### config.mk
export PLATFORM = sky130hd
export DESIGN_NAME = glpc_ram
export DESIGN_NICKNAME = d
export VERILOG_FILES = /design/src/design/glpc_ram.sv
export SDC_FILE = /design/constraint.sdc
export NUM_CORES = 2
export LEC_CHECK = 0
export BUFFER_PORTS_ARGS = -buffer_cell sky130_fd_sc_hd__buf_4
export CAP_MARGIN = 30
export CORE_MARGIN = 2
export CORE_UTILIZATION = 45
export CTS_CLUSTER_DIAMETER = 30
export DETAILED_ROUTE_END_ITERATION = 10
export HOLD_SLACK_MARGIN = 0.06
export PLACE_DENSITY = 0.6
export SYNTH_ARGS = -nofsm -noshare
export SYNTH_HDL_FRONTEND = slang
export SYNTH_SLANG_ARGS = --single-unit
export TNS_END_PERCENT = 100
### constraint.sdc
create_clock -name clk -period 4.4 [get_ports clk]
set_input_delay 0.22 -clock clk [delete_from_list [all_inputs] [get_ports clk]]
set_output_delay 0.22 -clock clk [all_outputs]
set_load 0.05 [all_outputs]
### src/design/glpc_ram.sv
`timescale 1ns / 1ps
// ----------------------------------------------------------------------------
// glpc_ram: generic single-clock RAM
// One write port and one read port with a registered read output.
// ----------------------------------------------------------------------------
module glpc_ram #(
  parameter int WIDTH = 16,
  parameter int DEPTH = 256,
  parameter int AW    = $clog2(DEPTH)
) (
  input  logic             clk,
  input  logic             wr_en,
  input  logic [AW-1:0]    wr_addr,
  input  logic [WIDTH-1:0] wr_data,
  input  logic             rd_en,
  input  logic [AW-1:0]    rd_addr,
  output logic [WIDTH-1:0] rd_data
);

  logic [WIDTH-1:0] mem [DEPTH];

  always_ff @(posedge clk) begin
    if (wr_en) begin
      mem[wr_addr] <= wr_data;
    end
    if (rd_en) begin
      rd_data <= mem[rd_addr];
    end
  end

endmodule

==> results by group <==
Detailed routing
  • DR WL/cell: 32.0 microns
  • Total wire length: 436000 microns
  • DRT iter0 DRCs: 10472
  • Via density per instance: 6.03
  • Remaining antenna violation count: 0
  • Pre-antenna DRT Iters: 6
  • DR DRC count: 0
  • Routed vias: 82267

Synth
  • Synth area leader: edfxtp_1
  • Top cell type's share of synthesized area: 77.7%
  • Number of enable flip-flop cells after synthesis: 4112
  • Post-Syn Instances: 7360
  • Synth Warn #: 0
  • Synthesized area per cell: 21.6 sq um
  • Synth area leaders: edfxtp_1 (78%), mux4_2 (11%), mux2i_1 (3.6%)
  • Async SR Flop Fraction: 0%
  • Synth cell types: 51
  • Synthesized area: 159000 sq um
  • Post-synthesis sequential area ratio: 77.7%
  • Syn Nets: 7395
  • Ys flop type: edfxtp_1
  • FF+latch count, synth: 4112

Clock tree
  • Clk_lat worst skew: 1.05 ns
  • Root buffer cell: clkbuf_16
  • Num CTS Buffers: 725
  • CTS tree: built
  • Setup Buffers After CTS: 0
  • Clk sink count: 4112
  • Clk buf depth: 4
  • Post-cts gate resize count: 0
  • Worst-path clk slew: 0.05 ns
  • H-tree levels: 6

Critical path
  • Worst EP arrival: 4.10 ns
  • CP required: 5.19 ns
  • Crit path max fanout: 1
  • Startpoint Class: register
  • CP Capture Type: register
  • Crit Path Class: reg -> reg

Floorplanning
  • # IOs: 51
  • Starting Density: 45.1%
  • Core box area: 352000 sq um
  • Die Y: 598 microns
  • Chip width: 598 microns
  • Cell Rows: 218
  • DIE AREA: 358000 sq um

Global routing
  • Global-route wire length before repair: 616000 microns
  • Number of global-route vias before repair: 82791
  • All-Layer GR Usage: 24.2%
  • Global route total overflow: 0
  • Largest net degree at the start of global routing: 150
  • Initial antenna violation count: 23

STA
  • Sum Neg Setup Slack: 0 ns
  • Crit share post-route: 75.2%
  • Max Fclk: 302 MHz
  • Unrepaired setup endpoints after global routing: false
  • Max-slew violation count: 0
  • Count of final hold-check violations: 0
  • Final Critical Period: 3.31 ns
  • Final setup vio count: 0
  • Worst-Margin Slew: 1.19 ns
  • Clock skew: 0.0423 ns
  • Worst relative slew slack: 20.6%

Placement
  • Placer Congestion: 0.867
  • Post-DP HPWL: 258000 microns
  • Port Buffers: 50
  • Placed Area: 168000 sq um

Layout
  • Final layout net count: 8315
  • Layout cell share with drive strength beyond 1: 31.7%
  • Cell area after layout: 194000 sq um
  • Most frequent cells in the layout: edfxtp_1 (4112), mux4_2 (797), clkbuf_16 (739)
  • Most common cell after layout, fill and taps aside: edfxtp_1
  • Area delta synth->final: 21.9%

Min path
  • Worst Hold Class: in -> reg

Status
  • Status: finished clean

Power
  • Pwr Total: 104000 uW
  • PD cells: 539 nW/um^2
  • LEAKAGE: 0.0633 uW
  • Maximum vdd ir drop: 0.000376 V

Job
  • Number of max-cap violations: 0
## power breakdown
part / total [uW] / switching [uW] / internal (uW)
clock: 56900 / 20000 / 36900
sequential: 43400 / 59.4 / 43300
combinational: 4230 / 2790 / 1450
## worst max-delay path, stage by stage, from the launching register on
cell	delay, ns
edfxtp_1	0.38
mux4_2	0.45
mux2_2	0.28
a221oi_1	0.85
o31ai_1	0.33
buf_4	0.25
o32ai_1	0.19
buf_2	0.28
nor4_1	0.08
## per-stage QoR
step                hold WS (ns)  worst slack (ns)  utilization [%]  instances
finish                     0.126              1.09             55.0      13647
global route              0.0973              1.07             55.0      13637
CTS                       0.0683              1.16             55.0      13633
detailed placement         0.602             0.221             47.7      12250
global placement           0.594             0.103             47.7      12232
floorplan                  0.319              1.93                -       7360
## timing repair
item | 4_1_cts | 5_1_grt
setup endpoints to repair | 0 | 0
hold endpoints to repair | 2386 | 0
hold buffers | 30 | 0
## state kept, by name (all words and copies together), names as in the netlist
| register | cells |
|---|---|
| rd_data | 16 |
| mem | 4096 |
## metal layers
| metal | track usage (%) | vias up | wire length (microns) |
|---|---|---|---|
| li1 | - | 33488 | - |
| met1 | 32.7 | 44006 | 170000 |
| met2 | 39.0 | 4035 | 212000 |
| met3 | 5.14 | 736 | 38700 |
| met4 | 8.85 | 2 | 16200 |
| met5 | 0 | - | 18 |
## Yosys cell counts, types with 2 or more instances
library cell	number
a2111oi_0	6
a211oi_1	18
a21o_1	2
a21oi_1	175
a221oi_1	28
a22o_1	32
a22oi_1	43
a31oi_1	6
and3_1	11
and4_1	2
buf_1	27
buf_12	5
buf_2	76
buf_4	26
buf_6	77
buf_8	11
clkbuf_1	230
edfxtp_1	4112
inv_1	3
mux2_2	88
mux2i_1	565
mux4_2	797
nand2_1	38
nand2b_1	3
nand3_1	35
nand4_1	26
nand4b_1	3
nor2_1	304
nor2b_1	9
nor3_1	92
nor4_1	17
nor4bb_1	2
o21ai_0	37
o221ai_1	252
o22ai_1	148
o31ai_1	16
o32ai_1	20
or2_2	4
or3_1	2
## layout make-up
cell class / instances / area (sq um)
Clock buffer: 797 / 18700
Multi-Input combinational cell: 2792 / 33000
Timing Repair Buffer: 645 / 6010
Antenna cell: 11 / 27.5
Inverter: 4 / 27.5
Sequential cell: 4112 / 123000
Fill cell: 26257 / 158000
Clock inverter: 556 / 6540
Tap cell: 4730 / 5920
## cells by family after synthesis
kind of cell / count (synthesis) / synth area share [%]
compound gates: 786 / 3.53
buf+inv: 456 / 1.69
flops: 4112 / 77.7
mux: 1450 / 15.5
simple gates: 556 / 1.57
## path summary, 6_finish.rpt
path	startpoint	to	slack (ns)	depth (start not counted)
worst min-delay path	wr_data[2]	mem[246][2]	0.13	2
worst max-delay path	mem[128][7]	rd_data[7]	1.09	8
worst min register to register	mem[234][8]	rd_data[8]	1.20	6
worst max register to register	mem[128][7]	rd_data[7]	1.09	8
Power figures use the tool's default switching activity.
