==> config.mk <==
export PLATFORM = sky130hd
export DESIGN_NAME = glpc_back
export DESIGN_NICKNAME = d
export VERILOG_FILES = /design/src/design/glpc_pkg.sv /design/src/design/glpc_back.sv
export SDC_FILE = /design/constraint.sdc
export NUM_CORES = 1
export LEC_CHECK = 0
export ABC_AREA = 1
export BUFFER_PORTS_ARGS = -buffer_cell sky130_fd_sc_hd__buf_2
export CAP_MARGIN = 0
export CORE_UTILIZATION = 44
export DETAILED_ROUTE_END_ITERATION = 12
export PLACE_DENSITY_LB_ADDON = 0.3
export SETUP_SLACK_MARGIN = 0.2
export SLEW_MARGIN = 20
export SYNTH_ARGS = -nofsm -noshare
export SYNTH_HDL_FRONTEND = slang
export SYNTH_SLANG_ARGS = --single-unit
==> constraint.sdc <==
create_clock -name clk -period 2.9 [get_ports clk]
set_clock_uncertainty 0.1 [all_clocks]
set_input_delay 0.29 -clock clk [delete_from_list [all_inputs] [get_ports clk]]
set_output_delay 0.29 -clock clk [all_outputs]
set_load 0.005 [all_outputs]
==> src/design/glpc_pkg.sv <==
`timescale 1ns / 1ps
// ----------------------------------------------------------------------------
// glpc_pkg: shared types and constants of the palette compositor
// Request and result payloads, command and register codes, and the RGB565 to
// RGBA8888 color expansion.
// ----------------------------------------------------------------------------
package glpc_pkg;

  localparam int IDX_W   = 8;
  localparam int COORD_W = 12;
  localparam int DIM_W   = 13;
  localparam int COLOR_W = 16;
  localparam int ADDR_W  = 24;
  localparam int RGBA_W  = 32;
  localparam int PROD_W  = COORD_W + DIM_W;
  localparam int REG_IDX_W = 1;

  localparam int PALETTE_ENTRIES_DEF = 256;
  localparam int MAX_DIMENSION_DEF   = 4096;

  localparam logic [DIM_W-1:0] CANVAS_WIDTH_RST  = 13'd320;
  localparam logic [DIM_W-1:0] CANVAS_HEIGHT_RST = 13'd240;

  localparam logic CMD_LOAD  = 1'b0;
  localparam logic CMD_PIXEL = 1'b1;

  localparam logic [REG_IDX_W-1:0] REG_CANVAS_WIDTH  = 1'b0;
  localparam logic [REG_IDX_W-1:0] REG_CANVAS_HEIGHT = 1'b1;

  localparam logic [7:0] ALPHA_OPAQUE = 8'hFF;

  typedef struct packed {
    logic               command;
    logic [IDX_W-1:0]   color_index;
    logic [COLOR_W-1:0] palette_color;
    logic [COORD_W-1:0] line_x;
    logic [COORD_W-1:0] line_y;
    logic [COORD_W-1:0] pixel_offset;
    logic               restore_background;
    logic               has_transparency;
    logic [IDX_W-1:0]   transparent_index;
    logic [IDX_W-1:0]   background_index;
  } request_t;

  typedef struct packed {
    logic              write_enable;
    logic [ADDR_W-1:0] pixel_address;
    logic [RGBA_W-1:0] pixel_rgba;
  } result_t;

  // Contents of the lookup stage, handed from the front end to the output stage.
  typedef struct packed {
    logic              valid;
    logic              draw;
    logic              in_range;
    logic [PROD_W-1:0] row_base;
    logic [DIM_W-1:0]  col;
  } lookup_t;

  // Widens 5/6/5 components to 8 bits by repeating their top bits.
  function automatic logic [RGBA_W-1:0] expand565(input logic [COLOR_W-1:0] c);
    logic [4:0] r5;
    logic [5:0] g6;
    logic [4:0] b5;
    r5 = c[15:11];
    g6 = c[10:5];
    b5 = c[4:0];
    return {ALPHA_OPAQUE, b5, b5[4:2], g6, g6[5:4], r5, r5[4:2]};
  endfunction

endpackage

==> src/design/glpc_back.sv <==
`timescale 1ns / 1ps
// ----------------------------------------------------------------------------
// glpc_back: output stage
// Forms the frame-buffer address and the expanded color and holds the result
// until it is taken.
// ----------------------------------------------------------------------------
module glpc_back (
  input  logic                         clk,
  input  logic                         rst,
  input  glpc_pkg::lookup_t            stage,
  input  logic [glpc_pkg::COLOR_W-1:0] pal_rd_data,
  output logic                         stage_take,
  output logic                         out_valid,
  input  logic                         out_ready,
  output glpc_pkg::result_t            out_result
);
  import glpc_pkg::*;

  logic [COLOR_W-1:0] entry;
  logic [PROD_W-1:0]  addr_sum;
  result_t            result_next;

  assign stage_take = stage.valid && (!out_valid || out_ready);

  // Indexes beyond the palette read as opaque black.
  assign entry    = stage.in_range ? pal_rd_data : '0;
  assign addr_sum = stage.row_base + PROD_W'(stage.col);

  always_comb begin
    result_next = '0;
    if (stage.draw) begin
      result_next.write_enable  = 1'b1;
      result_next.pixel_address = addr_sum[ADDR_W-1:0];
      result_next.pixel_rgba    = expand565(entry);
    end
  end

  always_ff @(posedge clk) begin
    if (rst) begin
      out_valid <= 1'b0;
    end else if (stage_take) begin
      out_valid <= 1'b1;
    end else if (out_ready) begin
      out_valid <= 1'b0;
    end
    if (stage_take) begin
      out_result <= result_next;
    end
  end

endmodule

==> flow_summary.toml <==
[setup_path]
regToRegStartpoint = "out_valid"
critPathRequiredTime_ns = 2.86
crit_start = "stage[0]"
crit_fanout = 6
cp.arrival_ns = 1.86
setup.worst_path.start_class = "input pin"
critPathKind = "input pin to register"
end_kind = "register"

[yosys]
async_flop_share_pct = 0
synth_top_area_share_pct = 43.8
synth_fp_nets = 430
yosys.cell_types.count = 29
synth_flop_cell = "edfxtp_1"
ys_top_cells_by_area = "edfxtp_1 44%, nand2_1 13%, inv_1 7.9%"
synth-edff-count = 41
synthCells = 356
ys_seq_elements = 42
seq_area_frac_synth_pct = 44.5
yosys.area.top_type = "edfxtp_1"
ys_warn_count = 0
syn_area_sq_um = 2810
synth.avg_cell_area_sq_um = 7.90

[grt]
grt_max_degree = 24
overflow = 0
grt_antenna_before_repair = 0
grt_pass1_wl_mm = 9.42
track_usage_pct = 18.4
grt_pass1_vias = 2210

[power_and_ir_drop]
power.share.switching_pct = 30.1
power.density_nw_per_um2 = 425
p_seq_share_pct = 49.5
power_switching_mw = 0.446
power_mw = 1.48
combPwrFrac_pct = 23.7
p_clk_share_pct = 26.8
peakVddDrop_uv = 200
p_int_mw = 1.03
power.leakage_nw = 1.88

[route]
num_vias = 2479
drtIter0Drc = 62
wire_per_inst_um = 10.9
ant_nets = 0
drt_pass1_iterations = 4
post_drt_via_cell_ratio = 4.60
drc = 0
drt_wl_total_mm = 5.87

[floorplan]
core_sq_um = 6060
initial_core_util_pct = 46.4
rows = 28
fp.dieArea_sq_um = 6720
die_y_um = 82.0
io_pins = 119
fp.dieW_um = 82.0

[run_status]
status = "finished clean"

[timing]
rsz0062_at_grt = "false"
fin_ws_ns = 1.01
whs_ns = 0.0331
finalSetupTns_ns = 0
fmax_mhz = 529
layout_min_cycle_time_ns = 1.89
setup_viol = 0
timing.final.hold_violations = 0
maxSlewViolCount = 0
final.period_utilization_pct = 65.2
slew_headroom_pct = 63.7
tightest_slew_ns = 0.544

[clock_network]
cts_max_path_buffers = 2
root_buffer = "clkbuf_8"
clock_sinks = 42
cts_setup_buffers = 0
cts_tree = "yes"
hold_buffers = 0
post_cts_resized = 0
clk_pin_slew_worst_paths_ns = 0.09
clk_latency_ns = 0.30
cts_buffers = 5
htree_levels = 2

[layout]
fill_cells = 572
diodes = 0
layout.nets = 537
synthToLayoutAreaGrowth_pct = 23.7
drive_gt1_share_pct = 34.7

[placed_design]
finalWeightedCongestion = 0.822
dp_hpwl_mm = 4.76
io_buffers = 117
preCtsSetupSlack_ns = 0.709

[min_path]
hold_path.class = "input pin to register"
min_from = "rst"

[job]
drv_cap = 0
worst max-delay path: stages:
cell	delay (ns)
buf_2	0.10
ha_1	0.22
fa_1	0.41
nand3_1	0.13
inv_1	0.05
nand2_1	0.05
nand3_1	0.21
nand2_4	0.13
nand2_4	0.08
a21oi_2	0.15
nor2_2	0.05
power by group through the flow:
stage / clock network, mW / logic [mW] / registers, mW
after floorplan: 0 / 0.216 / 0.755
after global placement: 0 / 0.347 / 0.745
after detailed placement: 0 / 0.352 / 0.747
after CTS: 0.410 / 0.354 / 0.733
after global routing: 0.435 / 0.402 / 0.739
final: 0.397 / 0.351 / 0.732
synthesized netlist by cell type, types with 2 or more instances:
cell,instances
nor2_1,41
nand3_1,15
o21ai_1,2
inv_1,59
o21ai_0,7
a21oi_2,6
nand2_1,95
inv_2,6
o21bai_1,2
nor2_4,2
nor3_2,2
a21oi_1,19
edfxtp_1,41
nand2_4,2
buf_4,16
nor2_2,4
nand2_2,10
nor3_1,3
ha_1,13
clkbuf_1,2
per-stage QoR:
step | instance area, sq um | instances | util (%)
2_1_floorplan | 2820 | 356 | -
3_3_place_gp | 3390 | 531 | 55.9
3_5_place_dp | 3390 | 531 | 55.9
4_1_cts | 3480 | 539 | 57.4
5_1_grt | 3480 | 539 | 57.4
6_report | 3480 | 539 | 57.4
routing by layer:
layer | share of wire, % | track usage [%]
met1 | 45 | 22.2
met2 | 48 | 32.3
met3 | 6.4 | 4.11
met4 | 1.2 | 5.96
met5 | 0 | 0
flip-flops by register name, indices dropped and copies added, names as in the netlist:
signal / flops
out_valid: 1
out_result: 41
kinds of logic (layout without fill, tap and decap cells):
family	after synthesis	count (layout)	share of synthesized area, %
AOI/OAI and AO/OA	37	37	7.65
xor gates and xnor gates	1	1	0.311
adders and majority gates	14	14	6.49
buffers and inverters	85	193	13.5
DFF	42	42	44.5
and+or+nand+nor	177	177	27.6
final timing paths:
kind / end / slack [ns] / depth (start not counted)
hold reg to reg: out_valid / 0.41 / 2
setup reg to reg: out_result[10] / 1.32 / 2
setup / recovery: out_result[50] / 1.01 / 11
hold / removal: out_valid / 0.03 / 2
layout by cell type (no fill, tap or decap), types with 2 or more instances in the layout:
cell / n
inv_2: 6
edfxtp_1: 41
inv_1: 59
nand3_1: 15
nand2_1: 95
nor3_1: 3
o21ai_0: 7
a21oi_2: 6
clkbuf_8: 5
o21bai_1: 2
nor2_4: 2
a21oi_1: 18
buf_2: 117
ha_1: 13
nand2_4: 2
nand2_2: 10
nor3_2: 2
nor2_1: 41
buf_4: 2
o21ai_1: 2
clkinvlp_4: 2
nor2_2: 4
area by class of cell:
type | count | area [sq um] | share of cell area (%)
Tap cell | 75 | 93.8 | 2.70
Clock buffer | 5 | 68.8 | 1.98
Clock inverter | 3 | 23.8 | 0.683
Sequential cell | 42 | 1250 | 36.0
Timing Repair Buffer | 119 | 601 | 17.3
Inverter | 66 | 248 | 7.12
Multi-Input combinational cell | 229 | 1190 | 34.3
Power figures use the tool's default switching activity.
